<file path="src/sv/sbde_pkg.sv">
// ----------------------------------------------------------------------------
// sbde_pkg: shared types and constants of the six-button debouncer
// Time width, button numbering, register indexes and the structs that pass
// configuration and per-button status between modules.
// ----------------------------------------------------------------------------
`default_nettype none

package sbde_pkg;

  // Width of stored times; the sampled millisecond counter is cut to this
  localparam int TIME_WIDTH  = 32;
  localparam int NOW_WIDTH   = 32;
  localparam int NUM_BUTTONS = 6;
  localparam int MS_WIDTH    = 16;
  localparam int CFG_IDX_W   = 2;

  typedef logic [TIME_WIDTH-1:0] time_t;
  typedef logic [MS_WIDTH-1:0]   ms_t;

  // Button positions in the level and event vectors
  localparam int BTN_NEUTRAL      = 0;
  localparam int BTN_SCREEN       = 1;
  localparam int BTN_START        = 2;
  localparam int BTN_LAUNCH       = 3;
  localparam int BTN_LEFT_PADDLE  = 4;
  localparam int BTN_RIGHT_PADDLE = 5;

  // Configuration register indexes
  typedef enum logic [CFG_IDX_W-1:0] {
    REG_DEBOUNCE = 2'd0,
    REG_HOLD     = 2'd1
  } cfg_reg_t;

  localparam ms_t DEBOUNCE_RESET = 16'd50;
  localparam ms_t HOLD_RESET     = 16'd50;

  typedef struct packed {
    ms_t debounce_ms;
    ms_t hold_ms;
  } cfg_t;

  // Per-button outcome of one sample
  typedef struct packed {
    logic changed;
    logic event_bit;
  } btn_stat_t;

endpackage

`default_nettype wire

</file>
<file path="src/sv/sbde_in_if.sv">
// ----------------------------------------------------------------------------
// sbde_in_if: sample channel
// One word is the millisecond time plus six active-low button levels.
// ----------------------------------------------------------------------------
`default_nettype none

interface sbde_in_if;
  import sbde_pkg::*;

  logic                 valid;
  logic                 ready;
  logic [NOW_WIDTH-1:0] now_ms;
  logic                 neutral_level;
  logic                 screen_level;
  logic                 start_level;
  logic                 launch_level;
  logic                 left_paddle_level;
  logic                 right_paddle_level;

  modport source (
    output valid, now_ms, neutral_level, screen_level, start_level,
           launch_level, left_paddle_level, right_paddle_level,
    input  ready
  );

  modport sink (
    input  valid, now_ms, neutral_level, screen_level, start_level,
           launch_level, left_paddle_level, right_paddle_level,
    output ready
  );
endinterface

`default_nettype wire

</file>
<file path="src/sv/sbde_out_if.sv">
// ----------------------------------------------------------------------------
// sbde_out_if: event channel
// One word per sample on which any debounced button state changed.
// ----------------------------------------------------------------------------
`default_nettype none

interface sbde_out_if;
  logic valid;
  logic ready;
  logic neutral_event;
  logic screen_event;
  logic start_event;
  logic launch_event;
  logic left_paddle_event;
  logic right_paddle_event;

  modport source (
    output valid, neutral_event, screen_event, start_event, launch_event,
           left_paddle_event, right_paddle_event,
    input  ready
  );

  modport sink (
    input  valid, neutral_event, screen_event, start_event, launch_event,
           left_paddle_event, right_paddle_event,
    output ready
  );
endinterface

`default_nettype wire

</file>
<file path="src/sv/sbde_cfg_if.sv">
// ----------------------------------------------------------------------------
// sbde_cfg_if: configuration write channel
// Carries a register index and 16-bit write data.
// ----------------------------------------------------------------------------
`default_nettype none

interface sbde_cfg_if;
  import sbde_pkg::*;

  logic                 valid;
  logic                 ready;
  logic [CFG_IDX_W-1:0] index;
  logic [MS_WIDTH-1:0]  data;

  modport source (output valid, index, data, input ready);
  modport sink   (input valid, index, data, output ready);
endinterface

`default_nettype wire

</file>
<file path="src/sv/sbde_button.sv">
// ----------------------------------------------------------------------------
// sbde_button: debounce state of one button
// Holds the pressed flag, last edge time and hold start; qualifies press and
// release edges against the debounce and hold intervals for each sample.
// ----------------------------------------------------------------------------
`default_nettype none

module sbde_button (
  input  wire logic               clk,
  input  wire logic               rst,
  input  wire logic               fire,
  input  wire logic               level,
  input  wire sbde_pkg::time_t    now,
  input  wire sbde_pkg::cfg_t     cfg_q,
  output sbde_pkg::btn_stat_t     stat
);
  import sbde_pkg::*;

  logic  pressed;
  time_t last_edge;
  time_t hold_start;

  logic  low;
  time_t since_edge;
  time_t hold_base;
  time_t since_hold;
  logic  debounce_ok;
  logic  hold_ok;
  logic  press;
  logic  release_edge;
  time_t hold_start_next;

  // Qualify edges; wrapping subtraction gives elapsed time
  always_comb begin
    low          = ~level;
    since_edge   = now - last_edge;
    debounce_ok  = since_edge >= TIME_WIDTH'(cfg_q.debounce_ms);
    hold_base    = (hold_start == '0) ? now : hold_start;
    since_hold   = now - hold_base;
    hold_ok      = since_hold >= TIME_WIDTH'(cfg_q.hold_ms);
    press        = low && !pressed && debounce_ok && hold_ok;
    release_edge = !low && pressed && debounce_ok;

    hold_start_next = hold_start;
    if (!low) begin
      hold_start_next = '0;
    end else if (!pressed && debounce_ok) begin
      hold_start_next = hold_base;
    end
  end

  assign stat.changed   = press || release_edge;
  assign stat.event_bit = press;

  // Advance state when the sample retires
  always_ff @(posedge clk) begin
    if (rst) begin
      pressed    <= 1'b0;
      last_edge  <= '0;
      hold_start <= '0;
    end else if (fire) begin
      hold_start <= hold_start_next;
      if (press || release_edge) begin
        pressed   <= press;
        last_edge <= now;
      end
    end
  end

`ifndef ASSERT_OFF
  a_edge_time: assert property (@(posedge clk) disable iff (rst)
    fire && (press || release_edge) |=> last_edge == $past(now))
    else $error("last edge time not taken on accepted edge");

  a_hold_clear: assert property (@(posedge clk) disable iff (rst)
    fire && level |=> hold_start == '0)
    else $error("hold start not cleared on high level");

  a_flag_quiet: assert property (@(posedge clk) disable iff (rst)
    !fire || !(press || release_edge) |=> $stable(pressed))
    else $error("pressed flag moved without an accepted edge");
`endif

endmodule

`default_nettype wire

</file>
<file path="src/sv/six_button_debounce_event.sv">
// ----------------------------------------------------------------------------
// six_button_debounce_event: six-button debouncer with hold qualification
// Input register, six per-button debounce units and an event output register.
// ----------------------------------------------------------------------------
// Takes one sample word per clock unless a changing sample waits on a full
// output register, and emits one event word for each sample on which a
// debounced button state changes; a word that changes nothing is absorbed.
// A sample is held in the input register, where all six buttons evaluate
// and update their state together when it retires, and its event word is
// then loaded into the output register. An event field is 1 for a press and
// 0 for a release or no change. Write debounce_ms (index 0) and hold_ms
// (index 1) only while no sample is in flight; other indexes are ignored.
`default_nettype none

module six_button_debounce_event (
  input wire logic  clk,
  input wire logic  rst,
  sbde_in_if.sink   sample,
  sbde_out_if.source result,
  sbde_cfg_if.sink  cfg
);
  import sbde_pkg::*;

  logic                   s1_valid;
  time_t                  s1_now;
  logic [NUM_BUTTONS-1:0] s1_level;
  cfg_t                   cfg_q;
  btn_stat_t              stat [NUM_BUTTONS];
  logic [NUM_BUTTONS-1:0] changed;
  logic [NUM_BUTTONS-1:0] ev_next;
  logic                   any_change;
  logic                   out_valid;
  logic [NUM_BUTTONS-1:0] out_ev;
  logic                   out_free;
  logic                   s1_adv;

  // Configuration registers
  assign cfg.ready = 1'b1;

  always_ff @(posedge clk) begin
    if (rst) begin
      cfg_q.debounce_ms <= DEBOUNCE_RESET;
      cfg_q.hold_ms     <= HOLD_RESET;
    end else if (cfg.valid) begin
      case (cfg.index)
        REG_DEBOUNCE: cfg_q.debounce_ms <= cfg.data;
        REG_HOLD:     cfg_q.hold_ms     <= cfg.data;
        default: ;
      endcase
    end
  end

  // Retire the held sample unless its event word finds the output full
  assign out_free     = !out_valid || result.ready;
  assign s1_adv       = s1_valid && (!any_change || out_free);
  assign sample.ready = !s1_valid || s1_adv;

  // Input register
  always_ff @(posedge clk) begin
    if (rst) begin
      s1_valid <= 1'b0;
    end else if (sample.ready) begin
      s1_valid <= sample.valid;
    end
  end

  always_ff @(posedge clk) begin
    if (sample.valid && sample.ready) begin
      s1_now                     <= TIME_WIDTH'(sample.now_ms);
      s1_level[BTN_NEUTRAL]      <= sample.neutral_level;
      s1_level[BTN_SCREEN]       <= sample.screen_level;
      s1_level[BTN_START]        <= sample.start_level;
      s1_level[BTN_LAUNCH]       <= sample.launch_level;
      s1_level[BTN_LEFT_PADDLE]  <= sample.left_paddle_level;
      s1_level[BTN_RIGHT_PADDLE] <= sample.right_paddle_level;
    end
  end

  // Per-button debounce units
  for (genvar b = 0; b < NUM_BUTTONS; b++) begin : g_btn
    sbde_button u_btn (
      .clk   (clk),
      .rst   (rst),
      .fire  (s1_adv),
      .level (s1_level[b]),
      .now   (s1_now),
      .cfg_q (cfg_q),
      .stat  (stat[b])
    );
  end

  // Gather changes and event bits
  always_comb begin
    for (int b = 0; b < NUM_BUTTONS; b++) begin
      changed[b] = stat[b].changed;
      ev_next[b] = stat[b].event_bit;
    end
    any_change = |changed;
  end

  // Output register
  always_ff @(posedge clk) begin
    if (rst) begin
      out_valid <= 1'b0;
    end else if (s1_adv && any_change) begin
      out_valid <= 1'b1;
    end else if (result.ready) begin
      out_valid <= 1'b0;
    end
  end

  always_ff @(posedge clk) begin
    if (s1_adv && any_change) begin
      out_ev <= ev_next;
    end
  end

  assign result.valid              = out_valid;
  assign result.neutral_event      = out_ev[BTN_NEUTRAL];
  assign result.screen_event       = out_ev[BTN_SCREEN];
  assign result.start_event        = out_ev[BTN_START];
  assign result.launch_event       = out_ev[BTN_LAUNCH];
  assign result.left_paddle_event  = out_ev[BTN_LEFT_PADDLE];
  assign result.right_paddle_event = out_ev[BTN_RIGHT_PADDLE];

endmodule

`default_nettype wire

</file>
<file path="src/flat_wrapper.sv">
// flat-port wrapper written by rule: the top's interface ports become plain ports
module six_button_debounce_event_flat import sbde_pkg::*;
  (clk, rst, sample_valid, sample_now_ms, sample_neutral_level, sample_screen_level, sample_start_level, sample_launch_level, sample_left_paddle_level, sample_right_paddle_level, sample_ready, result_valid, result_neutral_event, result_screen_event, result_start_event, result_launch_event, result_left_paddle_event, result_right_paddle_event, result_ready, cfg_valid, cfg_index, cfg_data, cfg_ready);
  sbde_in_if sample_i ();
  sbde_out_if result_i ();
  sbde_cfg_if cfg_i ();
  input wire logic clk;
  input wire logic rst;
  input wire logic [$bits(sample_i.valid)-1:0] sample_valid;
  input wire logic [$bits(sample_i.now_ms)-1:0] sample_now_ms;
  input wire logic [$bits(sample_i.neutral_level)-1:0] sample_neutral_level;
  input wire logic [$bits(sample_i.screen_level)-1:0] sample_screen_level;
  input wire logic [$bits(sample_i.start_level)-1:0] sample_start_level;
  input wire logic [$bits(sample_i.launch_level)-1:0] sample_launch_level;
  input wire logic [$bits(sample_i.left_paddle_level)-1:0] sample_left_paddle_level;
  input wire logic [$bits(sample_i.right_paddle_level)-1:0] sample_right_paddle_level;
  output wire logic [$bits(sample_i.ready)-1:0] sample_ready;
  output wire logic [$bits(result_i.valid)-1:0] result_valid;
  output wire logic [$bits(result_i.neutral_event)-1:0] result_neutral_event;
  output wire logic [$bits(result_i.screen_event)-1:0] result_screen_event;
  output wire logic [$bits(result_i.start_event)-1:0] result_start_event;
  output wire logic [$bits(result_i.launch_event)-1:0] result_launch_event;
  output wire logic [$bits(result_i.left_paddle_event)-1:0] result_left_paddle_event;
  output wire logic [$bits(result_i.right_paddle_event)-1:0] result_right_paddle_event;
  input wire logic [$bits(result_i.ready)-1:0] result_ready;
  input wire logic [$bits(cfg_i.valid)-1:0] cfg_valid;
  input wire logic [$bits(cfg_i.index)-1:0] cfg_index;
  input wire logic [$bits(cfg_i.data)-1:0] cfg_data;
  output wire logic [$bits(cfg_i.ready)-1:0] cfg_ready;
  assign sample_i.valid = sample_valid;
  assign sample_i.now_ms = sample_now_ms;
  assign sample_i.neutral_level = sample_neutral_level;
  assign sample_i.screen_level = sample_screen_level;
  assign sample_i.start_level = sample_start_level;
  assign sample_i.launch_level = sample_launch_level;
  assign sample_i.left_paddle_level = sample_left_paddle_level;
  assign sample_i.right_paddle_level = sample_right_paddle_level;
  assign sample_ready = sample_i.ready;
  assign result_valid = result_i.valid;
  assign result_neutral_event = result_i.neutral_event;
  assign result_screen_event = result_i.screen_event;
  assign result_start_event = result_i.start_event;
  assign result_launch_event = result_i.launch_event;
  assign result_left_paddle_event = result_i.left_paddle_event;
  assign result_right_paddle_event = result_i.right_paddle_event;
  assign result_i.ready = result_ready;
  assign cfg_i.valid = cfg_valid;
  assign cfg_i.index = cfg_index;
  assign cfg_i.data = cfg_data;
  assign cfg_ready = cfg_i.ready;
  six_button_debounce_event u_core (.clk(clk), .rst(rst), .sample(sample_i), .result(result_i), .cfg(cfg_i));
endmodule
</file>
<file path="config.mk">
export PLATFORM = sky130hd
export DESIGN_NAME = six_button_debounce_event_flat
export DESIGN_NICKNAME = d
export VERILOG_FILES = /design/src/sv/sbde_pkg.sv /design/src/sv/sbde_in_if.sv /design/src/sv/sbde_out_if.sv /design/src/sv/sbde_cfg_if.sv /design/src/sv/sbde_button.sv /design/src/sv/six_button_debounce_event.sv /design/src/flat_wrapper.sv
export SDC_FILE = /design/constraint.sdc
export NUM_CORES = 2
export LEC_CHECK = 0
export BUFFER_PORTS_ARGS = -buffer_cell sky130_fd_sc_hd__buf_2
export CORE_MARGIN = 2
export CORE_UTILIZATION = 52
export DETAILED_ROUTE_END_ITERATION = 7
export PLACE_DENSITY_LB_ADDON = 0.05
export SLEW_MARGIN = 20
export SYNTH_ARGS = -nofsm -noshare
export SYNTH_HDL_FRONTEND = slang
export SYNTH_SLANG_ARGS = --single-unit
</file>
<file path="constraint.sdc">
create_clock -name clk -period 23.2 [get_ports clk]
set_clock_uncertainty 0.05 [all_clocks]
set_input_delay 1.16 -clock clk [delete_from_list [all_inputs] [get_ports clk]]
set_output_delay 1.16 -clock clk [all_outputs]
set_load 0.05 [all_outputs]
</file>
=== Yosys cells after proc, flatten, opt, wreduce, memory -nomap -nowiden ===
Cells that the tools add are included.

* Add/sub/neg operators: 12
* Multipliers: 0
* Divide/modulo/power cells: 0
* Order comparisons: 12
* Equal/unequal tests: 1
* Shift operators: 0
* Multiplexer cells: 20
* Bitwise gates (word level): 6
* Reductions and logical operators: 86

{| class="wikitable"
|+ Operators with widths
! cell !! count
|-
| 32-bit two-way mux || 18
|-
| 32-bit by 16-bit greater-or-equal comparator with 1-bit output || 12
|-
| 32-bit subtractor || 12
|-
| 32-bit logical NOT || 6
|-
| 1-bit logical AND || 39
|-
| 2-bit AND reduction || 14
|-
| 2-bit nonzero test || 7
|-
| 1-bit logical NOT || 9
|-
| 1-bit logical OR || 9
|-
| 1-bit NOT || 6
|-
| 6-bit OR reduction || 1
|-
| 2-bit by 1-bit equality test with 1-bit output (second input constant) || 1
|-
| 2-bit logical NOT || 1
|-
| 1-bit two-way mux || 2
|}

* Bits in registers: 468
* Bits in latches: 0
* RAM bits: 0
* ROM bits: 0
* Input bits: 61
* Output and inout bits: 9
* Logic and storage cells: 162
* Memories: 0

=== Longest topological paths before layout ===
* Depth in word-level cells: 12
* Mapped depth: 31
* Mapped depth without buffers: 28

=== Hierarchy ===
From an unflattened synthesis, not the netlist that was laid out.

* Cells, all modules: 5984
* Area total of the unflattened synthesis: 46671.0 um^2

{| class="wikitable"
|+ By module, submodules not included
! module !! instances !! cells each !! area each (um^2) !! seq. area each (um^2)
|-
| sbde_button (u_core.g_btn[0].u_btn ...) || 3 || 946 || 7290.7 || 1301.2
|-
| sbde_button (u_core.g_btn[4].u_btn) || 1 || 1045 || 7608.5 || 1301.2
|-
| sbde_button (u_core.g_btn[5].u_btn) || 1 || 1005 || 7507.2 || 1301.2
|-
| sbde_button (u_core.g_btn[1].u_btn) || 1 || 895 || 7079.3 || 1301.2
|-
| six_button_debounce_event || 1 || 201 || 2603.7 || 2001.9
|}

=== Worst setup path before layout ===
Ideal clock, no wire load.

* Kind: reg2reg
* Start point: register u_core.g_btn[0].u_btn.hold_start[27]
* End point: register u_core.s1_level[0] (enable)
* Library setup time: 399 ps
* Arrival: 7405 ps
* Setup slack: 15346 ps
* Cell stages (with the launch flop): 26
* Cell sequence: dfxtp_1 > nor4_1 > nand2_1 > nor4_2 > clkbuf_1 > a21oi_1 > ha_1 > and2_1 > o2111a_1 > a31oi_1 > a21oi_1 > nor2b_1 > xnor2_1 > ha_1 > a211oi_1 > o22ai_1 > a41o_1 > or3_1 > a2111oi_0 > nand4_1 > or4b_1 > nor3_1 > o22ai_2 > o41ai_4 > or2_2 > and2_1

* Word-level cells in the longest chain between the ends: 12

{| class="wikitable"
|+ Ends and longest elaborated chain
! what !! RTL line !! source
|-
| start: declaration || sbde_button.sv:21 || <nowiki>time_t hold_start;</nowiki>
|-
| start signal: assignment || sbde_button.sv:62 || <nowiki>hold_start <= hold_start_next;</nowiki>
|-
| 32-bit logical NOT || sbde_button.sv:38 || <nowiki>hold_base = (hold_start == '0) ? now : hold_start;</nowiki>
|-
| 32-bit two-way mux * || sbde_button.sv:38 ||
|-
| 32-bit subtractor * || sbde_button.sv:39 || <nowiki>since_hold = now - hold_base;</nowiki>
|-
| 32-bit by 16-bit greater-or-equal comparator with 1-bit output * || sbde_button.sv:40 || <nowiki>hold_ok = since_hold >= TIME_WIDTH'(cfg_q.hold_ms);</nowiki>
|-
| 1-bit logical AND * || sbde_button.sv:41 || <nowiki>press = low && !pressed && debounce_ok && hold_ok;</nowiki>
|-
| 1-bit logical OR * || sbde_button.sv:52 || <nowiki>assign stat.changed = press || release_edge;</nowiki>
|-
| 6-bit OR reduction * || six_button_debounce_event.sv:98 || <nowiki>any_change = |changed;</nowiki>
|-
| 1-bit logical NOT * || six_button_debounce_event.sv:55 || <nowiki>assign s1_adv = s1_valid && (!any_change || out_free);</nowiki>
|-
| 1-bit logical OR * || six_button_debounce_event.sv:55 ||
|-
| 1-bit logical AND * || six_button_debounce_event.sv:55 ||
|-
| 1-bit logical OR * || six_button_debounce_event.sv:56 || <nowiki>assign sample.ready = !s1_valid || s1_adv;</nowiki>
|-
| via sample_ready || flat_wrapper.sv:17 || <nowiki>output wire logic [$bits(sample_i.ready)-1:0] sample_ready;</nowiki>
|-
| 1-bit logical AND * || six_button_debounce_event.sv:68 || <nowiki>if (sample.valid && sample.ready) begin</nowiki>
|-
| end signal: indexed assignment || six_button_debounce_event.sv:70 || <nowiki>s1_level[BTN_NEUTRAL] <= sample.neutral_level;</nowiki>
|-
| end signal: indexed assignment || six_button_debounce_event.sv:71 || <nowiki>s1_level[BTN_SCREEN] <= sample.screen_level;</nowiki>
|-
| end signal: indexed assignment || six_button_debounce_event.sv:72 || <nowiki>s1_level[BTN_START] <= sample.start_level;</nowiki>
|-
| end: declaration || six_button_debounce_event.sv:26 || <nowiki>logic [NUM_BUTTONS-1:0] s1_level;</nowiki>
|}

Mark *: on every way through the listed nets, which the timed path passes. The rest lies on a longest branch.
A chain may end at the register's enable or synchronous reset.

=== Worst setup path after layout ===
* Start point: register u_core.s1_now[0]
* End point: output sample_ready

* Word-level cells in the longest chain between the ends: 10
* Elaborated cells between the ends (all ways): 59
* Classes of those cells: 12 x add/sub; 12 x order compare; 6 x mux; 29 x reduce/logical

{| class="wikitable"
|+ Ends and longest elaborated chain
! what !! RTL line !! source
|-
| start: declaration || six_button_debounce_event.sv:25 || <nowiki>time_t s1_now;</nowiki>
|-
| start signal: assignment || six_button_debounce_event.sv:69 || <nowiki>s1_now <= TIME_WIDTH'(sample.now_ms);</nowiki>
|-
| 32-bit two-way mux or 32-bit subtractor (tied branches) || sbde_button.sv:38, sbde_button.sv:36 ||
|-
| 32-bit subtractor or 32-bit by 16-bit greater-or-equal comparator with 1-bit output (tied branches) || sbde_button.sv:39, sbde_button.sv:37 ||
|-
| 32-bit by 16-bit greater-or-equal comparator with 1-bit output or 1-bit logical AND (tied branches) || sbde_button.sv:40, sbde_button.sv:41 ||
|-
| 1-bit logical AND || sbde_button.sv:41 ||
|-
| 1-bit logical OR || sbde_button.sv:52 ||
|-
| 6-bit OR reduction * || six_button_debounce_event.sv:98 ||
|-
| 1-bit logical NOT * || six_button_debounce_event.sv:55 ||
|-
| 1-bit logical OR * || six_button_debounce_event.sv:55 ||
|-
| 1-bit logical AND * || six_button_debounce_event.sv:55 ||
|-
| 1-bit logical OR * || six_button_debounce_event.sv:56 ||
|-
| end: declaration || flat_wrapper.sv:17 ||
|}

Mark *: on every way between the ends. The rest lies on a longest branch, timed or not.

==> results.md <==
- The run finished with clean final reports.
- The cell leakage power is 19.0 nW.
- The buffering stage count on the worst path with inverters included is 3.
- The net count after synthesis is 6533.
- After synthesis the netlist holds a flip-flop and latch count of 468.
- The launching element type of the critical path is a flop.
- The wire length of the first global-routing pass is 240000 um.
- The part of the Yosys area used for sequential elements is 21.2%.
- The count of nets left with antenna violations once routing finished came out at 0.
- Broken down by cell family, the worst path's largest delay share belongs to compound AO/OA/AOI/OAI gates.
- The critical path in this run is classified as reg -> out.
- The die is 303 um tall.
- The starting density of the core is 52.5%.
- The worst-case IR drop observed on VDD is 0.0000779 V.
- Derived from the worst setup path, the maximum achievable clock frequency is 0.0983 GHz.
- The synthesized area divided by synthesized cell count is 7.86 um^2.
- The warning count from the yosys run is 0.
- Sorting the synthesized cells by area gives the leading types as sky130_fd_sc_hd__dfxtp_1 18%, sky130_fd_sc_hd__ha_1 15%, sky130_fd_sc_hd__a21oi_1 8.2%.
- The area growth from synthesis to layout is 7.14%.
- The clock sink total is 468.
- Buffers added to address setup during post-CTS repair amount to 0.
- The share of final-layout standard cells stronger than drive strength 1 is 8.15%.
- Clock tree synthesis selected as its root buffer the cell sky130_fd_sc_hd__clkbuf_16.
- The row count is 109.
- At the pin with the least slew margin, the transition time is 1130 ps.
- The count of port buffers added during placement is 68.
- The tightest min-delay check is of the reg -> reg type.
- The first-pass detailed-route iteration total is 5.
- The number of hold violations in the final report came to 0.
- The post-detailed-placement half-perimeter wirelength is 114000 um.
- The die covers 91600 um^2.
- TritonCTS built the clock tree.
- The post-route setup TNS is 0 ps.
- The total via count after detailed routing is 44805.
- The total placed instance area is 47600 um^2.
- With fillers left out, the area of the finished cells amounts to 49700 um^2.
- Synthesis instantiated 110 different standard cells from the library.
- The post-CTS resize count is 0.
- On the worst path, the slowest cell contributes a delay of 900 ps.
- The total overflow left after global routing is 0.
- The reported max-cap violation count is 0.
- The count of hold-fix buffers inserted at cts is 0.
- The share of the synthesized area in the top cell type is 18.3%.
- The detailed-route DRC error count is 0.
- The critical-path cell with the highest stage delay is sky130_fd_sc_hd__inv_1.
- In the final routing, the length of wire on met1 measures 74100 um.
- After detailed routing, the average wire length per cell comes to 22.5 um.
- The core region is 88400 um^2.
- In this run the horizontal extent of the chip is 303 um.
- The most common cell in the synthesized netlist is sky130_fd_sc_hd__a21oi_1.
- The overall global routing resource usage is 33.4%.
- The routed via count divided by cell count is 6.37.
- STA classifies the critical path endpoint as a primary output.
- At the end of routability-driven placement, the weighted congestion stood at 0.993.
- During I/O placement, the number of pins put on the boundary was 70.
- The violation count after the first detailed-routing iteration is 4505.
- The most used flip-flop cell after synthesis is sky130_fd_sc_hd__dfxtp_1.
- The number of global-route vias before repair is 41013.
- The number of synthesized flops with an enable pin is 44.
- The maximum number of buffers from clock root to sink is 3.
- The top routing layer in use is met4.
- CTS built an H-tree with a depth of 2.
- The routed length on met3 is 11300 um.
- For the worst-skew pair, the clock arrives at the later sink with an insertion delay of 680 ps.
- The largest net degree at the start of global routing is 87.
- The shortest period the worst path allows is 10170 ps.
- The final number of max-transition violations is 0.
- After clock tree synthesis, the clock-pin slew on the worst setup and hold paths is 60 ps.
- After technology mapping, the gate count stands at 5896.
- TritonCTS created 58 clock buffers.
- The initial antenna violation count is 1.
- Setup violations remaining at the end of the flow were counted as 0.
- Ranked by instance count, the synthesized netlist is headed by 764 x sky130_fd_sc_hd__a21oi_1, 564 x sky130_fd_sc_hd__ha_1, 515 x sky130_fd_sc_hd__nor2_1, 441 x sky130_fd_sc_hd__nand2_1, 424 x sky130_fd_sc_hd__dfxtp_1.
- After synthesis the cells add up to 46400 um^2.
- Summed over all layers, the routed wires come to 158000 um.
- The fraction of registers with async set/reset is 0%.
- The wire length on met2 is 66000 um.
- Data on the critical path is required at its endpoint by 21990 ps.
- At the worst endpoint, the arrival time is 8960 ps.
- The largest fanout on the critical path is 14.
- The worst pin sits at a relative slew slack of 23.9%.
- At the end of the flow, the number of nets in the layout was 6453.
- Setup repair after global routing left no endpoint under its margin.
- The repair_antennas step left the layout with diodes totalling 0.
- The final critical path takes up 43.8% of the cycle.
- The finished layout holds 7030 standard cells, fillers aside.
- Dividing total power by cell area gives a power density of 99.1 nW/um^2.
- The synthesized design spends more area on one cell type than any other, namely sky130_fd_sc_hd__dfxtp_1.
- Counting tap cells, the placed design contains a total of 6921 instances.
kinds of logic after synthesis:
| family | count (synthesis) | share of synthesized area (%) |
|---|---|---|
| other | 1 | 0.00809 |
| adder cells (fa/ha/maj) | 576 | 15.7 |
| XOR/XNOR | 256 | 4.84 |
| multiplexers | 186 | 4.03 |
| AO/OA/AOI/OAI | 1990 | 30.1 |
| flip-flops | 468 | 21.2 |
| buffers and inverters | 684 | 5.87 |
| AND/OR/NAND/NOR | 1735 | 18.3 |
stage by stage:
stage	power [W]	worst slack (ps)	hold WS [ps]	util, %
final	0.00492	13030	405	56.2
after global routing	0.00530	12610	418	56.2
after CTS	0.00488	13190	405	56.2
after detailed placement	0.00387	13920	397	53.9
after global placement	0.00385	14080	392	53.9
after floorplan	0.00319	15350	386	-
per-layer routing:
| layer | vias up | GRT usage [%] |
|---|---|---|
| met3 | 275 | 4.33 |
| met4 | 0 | 12.7 |
| met2 | 1567 | 50.0 |
| met1 | 21221 | 48.5 |
| li1 | 21742 | - |
| met5 | - | 0 |
report_power, final:
part	internal [W]	switching, W	leakage (nW)
clock network	0.000582	0.000414	1.01
logic	0.00116	0.00188	14.1
registers	0.000855	0.0000320	3.86
total	0.00260	0.00232	19.0
registers in the layout (all words and copies together) (netlist names):
name / count
u_core.g_btn.u_btn.hold_start: 192
u_core.out_ev: 6
u_core.cfg_q: 32
u_core.s1_now: 32
u_core.s1_level: 6
u_core.s1_valid: 1
u_core.result.valid: 1
u_core.g_btn.u_btn.last_edge: 192
u_core.g_btn.u_btn.pressed: 6
cells in the final DEF (no fill, tap or decap), types with 22 or more instances in the layout:
master                      netlist  final
sky130_fd_sc_hd__o32ai_2         60     60
sky130_fd_sc_hd__nand3_1        113    113
sky130_fd_sc_hd__inv_1          410    410
sky130_fd_sc_hd__and3_1          42     41
sky130_fd_sc_hd__ha_1           564    564
sky130_fd_sc_hd__o2bb2ai_2       89     89
sky130_fd_sc_hd__edfxtp_1        44     44
sky130_fd_sc_hd__o2111ai_1       27     27
sky130_fd_sc_hd__nor4_1          80     78
sky130_fd_sc_hd__a31oi_1         47     47
sky130_fd_sc_hd__dfxtp_1        424    424
sky130_fd_sc_hd__mux2i_1        182    182
sky130_fd_sc_hd__o21a_1          68     68
sky130_fd_sc_hd__a21o_1         143    143
sky130_fd_sc_hd__o21bai_1        36     36
sky130_fd_sc_hd__xnor2_1        145    145
sky130_fd_sc_hd__nor2b_1         57     57
sky130_fd_sc_hd__buf_2           13     67
sky130_fd_sc_hd__nand2b_1        48     48
sky130_fd_sc_hd__a21boi_0        23     23
sky130_fd_sc_hd__o211ai_1       100    100
sky130_fd_sc_hd__a2111oi_0       24     23
sky130_fd_sc_hd__nor2_1         515    509
sky130_fd_sc_hd__a21oi_1        764    763
sky130_fd_sc_hd__nand4_1        120    120
sky130_fd_sc_hd__o31ai_1         23     22
sky130_fd_sc_hd__clkbuf_16        0     58
sky130_fd_sc_hd__xor2_1         111    111
sky130_fd_sc_hd__o21ai_0        272    272
sky130_fd_sc_hd__and2_1          32     30
sky130_fd_sc_hd__nand2_1        441    441
sky130_fd_sc_hd__or3_1           45     43
sky130_fd_sc_hd__nor3_1         115    113
sky130_fd_sc_hd__buf_4            7     65
sky130_fd_sc_hd__a211oi_1        68     67
worst reg2reg max path, cell delays in order (launching register included):
cell                       delay [ps]
sky130_fd_sc_hd__edfxtp_1         760
sky130_fd_sc_hd__inv_1            900
sky130_fd_sc_hd__ha_1             330
sky130_fd_sc_hd__inv_1             60
sky130_fd_sc_hd__fa_1             410
sky130_fd_sc_hd__a211oi_1         220
sky130_fd_sc_hd__o21ai_1          130
sky130_fd_sc_hd__a211oi_2         510
sky130_fd_sc_hd__o21ai_0          240
sky130_fd_sc_hd__a21o_1           220
sky130_fd_sc_hd__a21oi_1          160
sky130_fd_sc_hd__xnor2_1          140
sky130_fd_sc_hd__ha_1             260
sky130_fd_sc_hd__a21o_1           160
sky130_fd_sc_hd__a21oi_1          160
sky130_fd_sc_hd__o311ai_0         150
sky130_fd_sc_hd__a211oi_1         170
sky130_fd_sc_hd__nor4b_1          300
sky130_fd_sc_hd__nand4_1          140
sky130_fd_sc_hd__or4_1            420
sky130_fd_sc_hd__nor4_1           390
sky130_fd_sc_hd__and4_1           390
sky130_fd_sc_hd__o22ai_2          170
sky130_fd_sc_hd__o41ai_4          870
sky130_fd_sc_hd__or2_2            340
sky130_fd_sc_hd__and2_2           810
layout make-up:
| type | count | area (um^2) |
|---|---|---|
| Fill cell | 8574 | 38700 |
| Multi-Input combinational cell | 4744 | 34000 |
| Sequential cell | 468 | 9810 |
| Inverter | 411 | 1540 |
| Clock buffer | 67 | 1540 |
| Tap cell | 1165 | 1460 |
| Timing Repair Buffer | 133 | 838 |
| Clock inverter | 42 | 537 |
path summary, 6_finish.rpt:
check | start | to | slack, ps | depth (start not counted)
max | u_core.s1_now[0]$_DFFE_PP_ | sample_ready | 13030 | 25
min | u_core.cfg_q[31]$_SDFFE_PP0P_ | u_core.cfg_q[31]$_SDFFE_PP0P_ | 400 | 2
max reg2reg | u_core.s1_now[0]$_DFFE_PP_ | u_core.s1_level[0]$_DFFE_PP_ | 13950 | 25
min reg2reg | u_core.cfg_q[31]$_SDFFE_PP0P_ | u_core.cfg_q[31]$_SDFFE_PP0P_ | 400 | 2
Power figures use the tool's default switching activity.
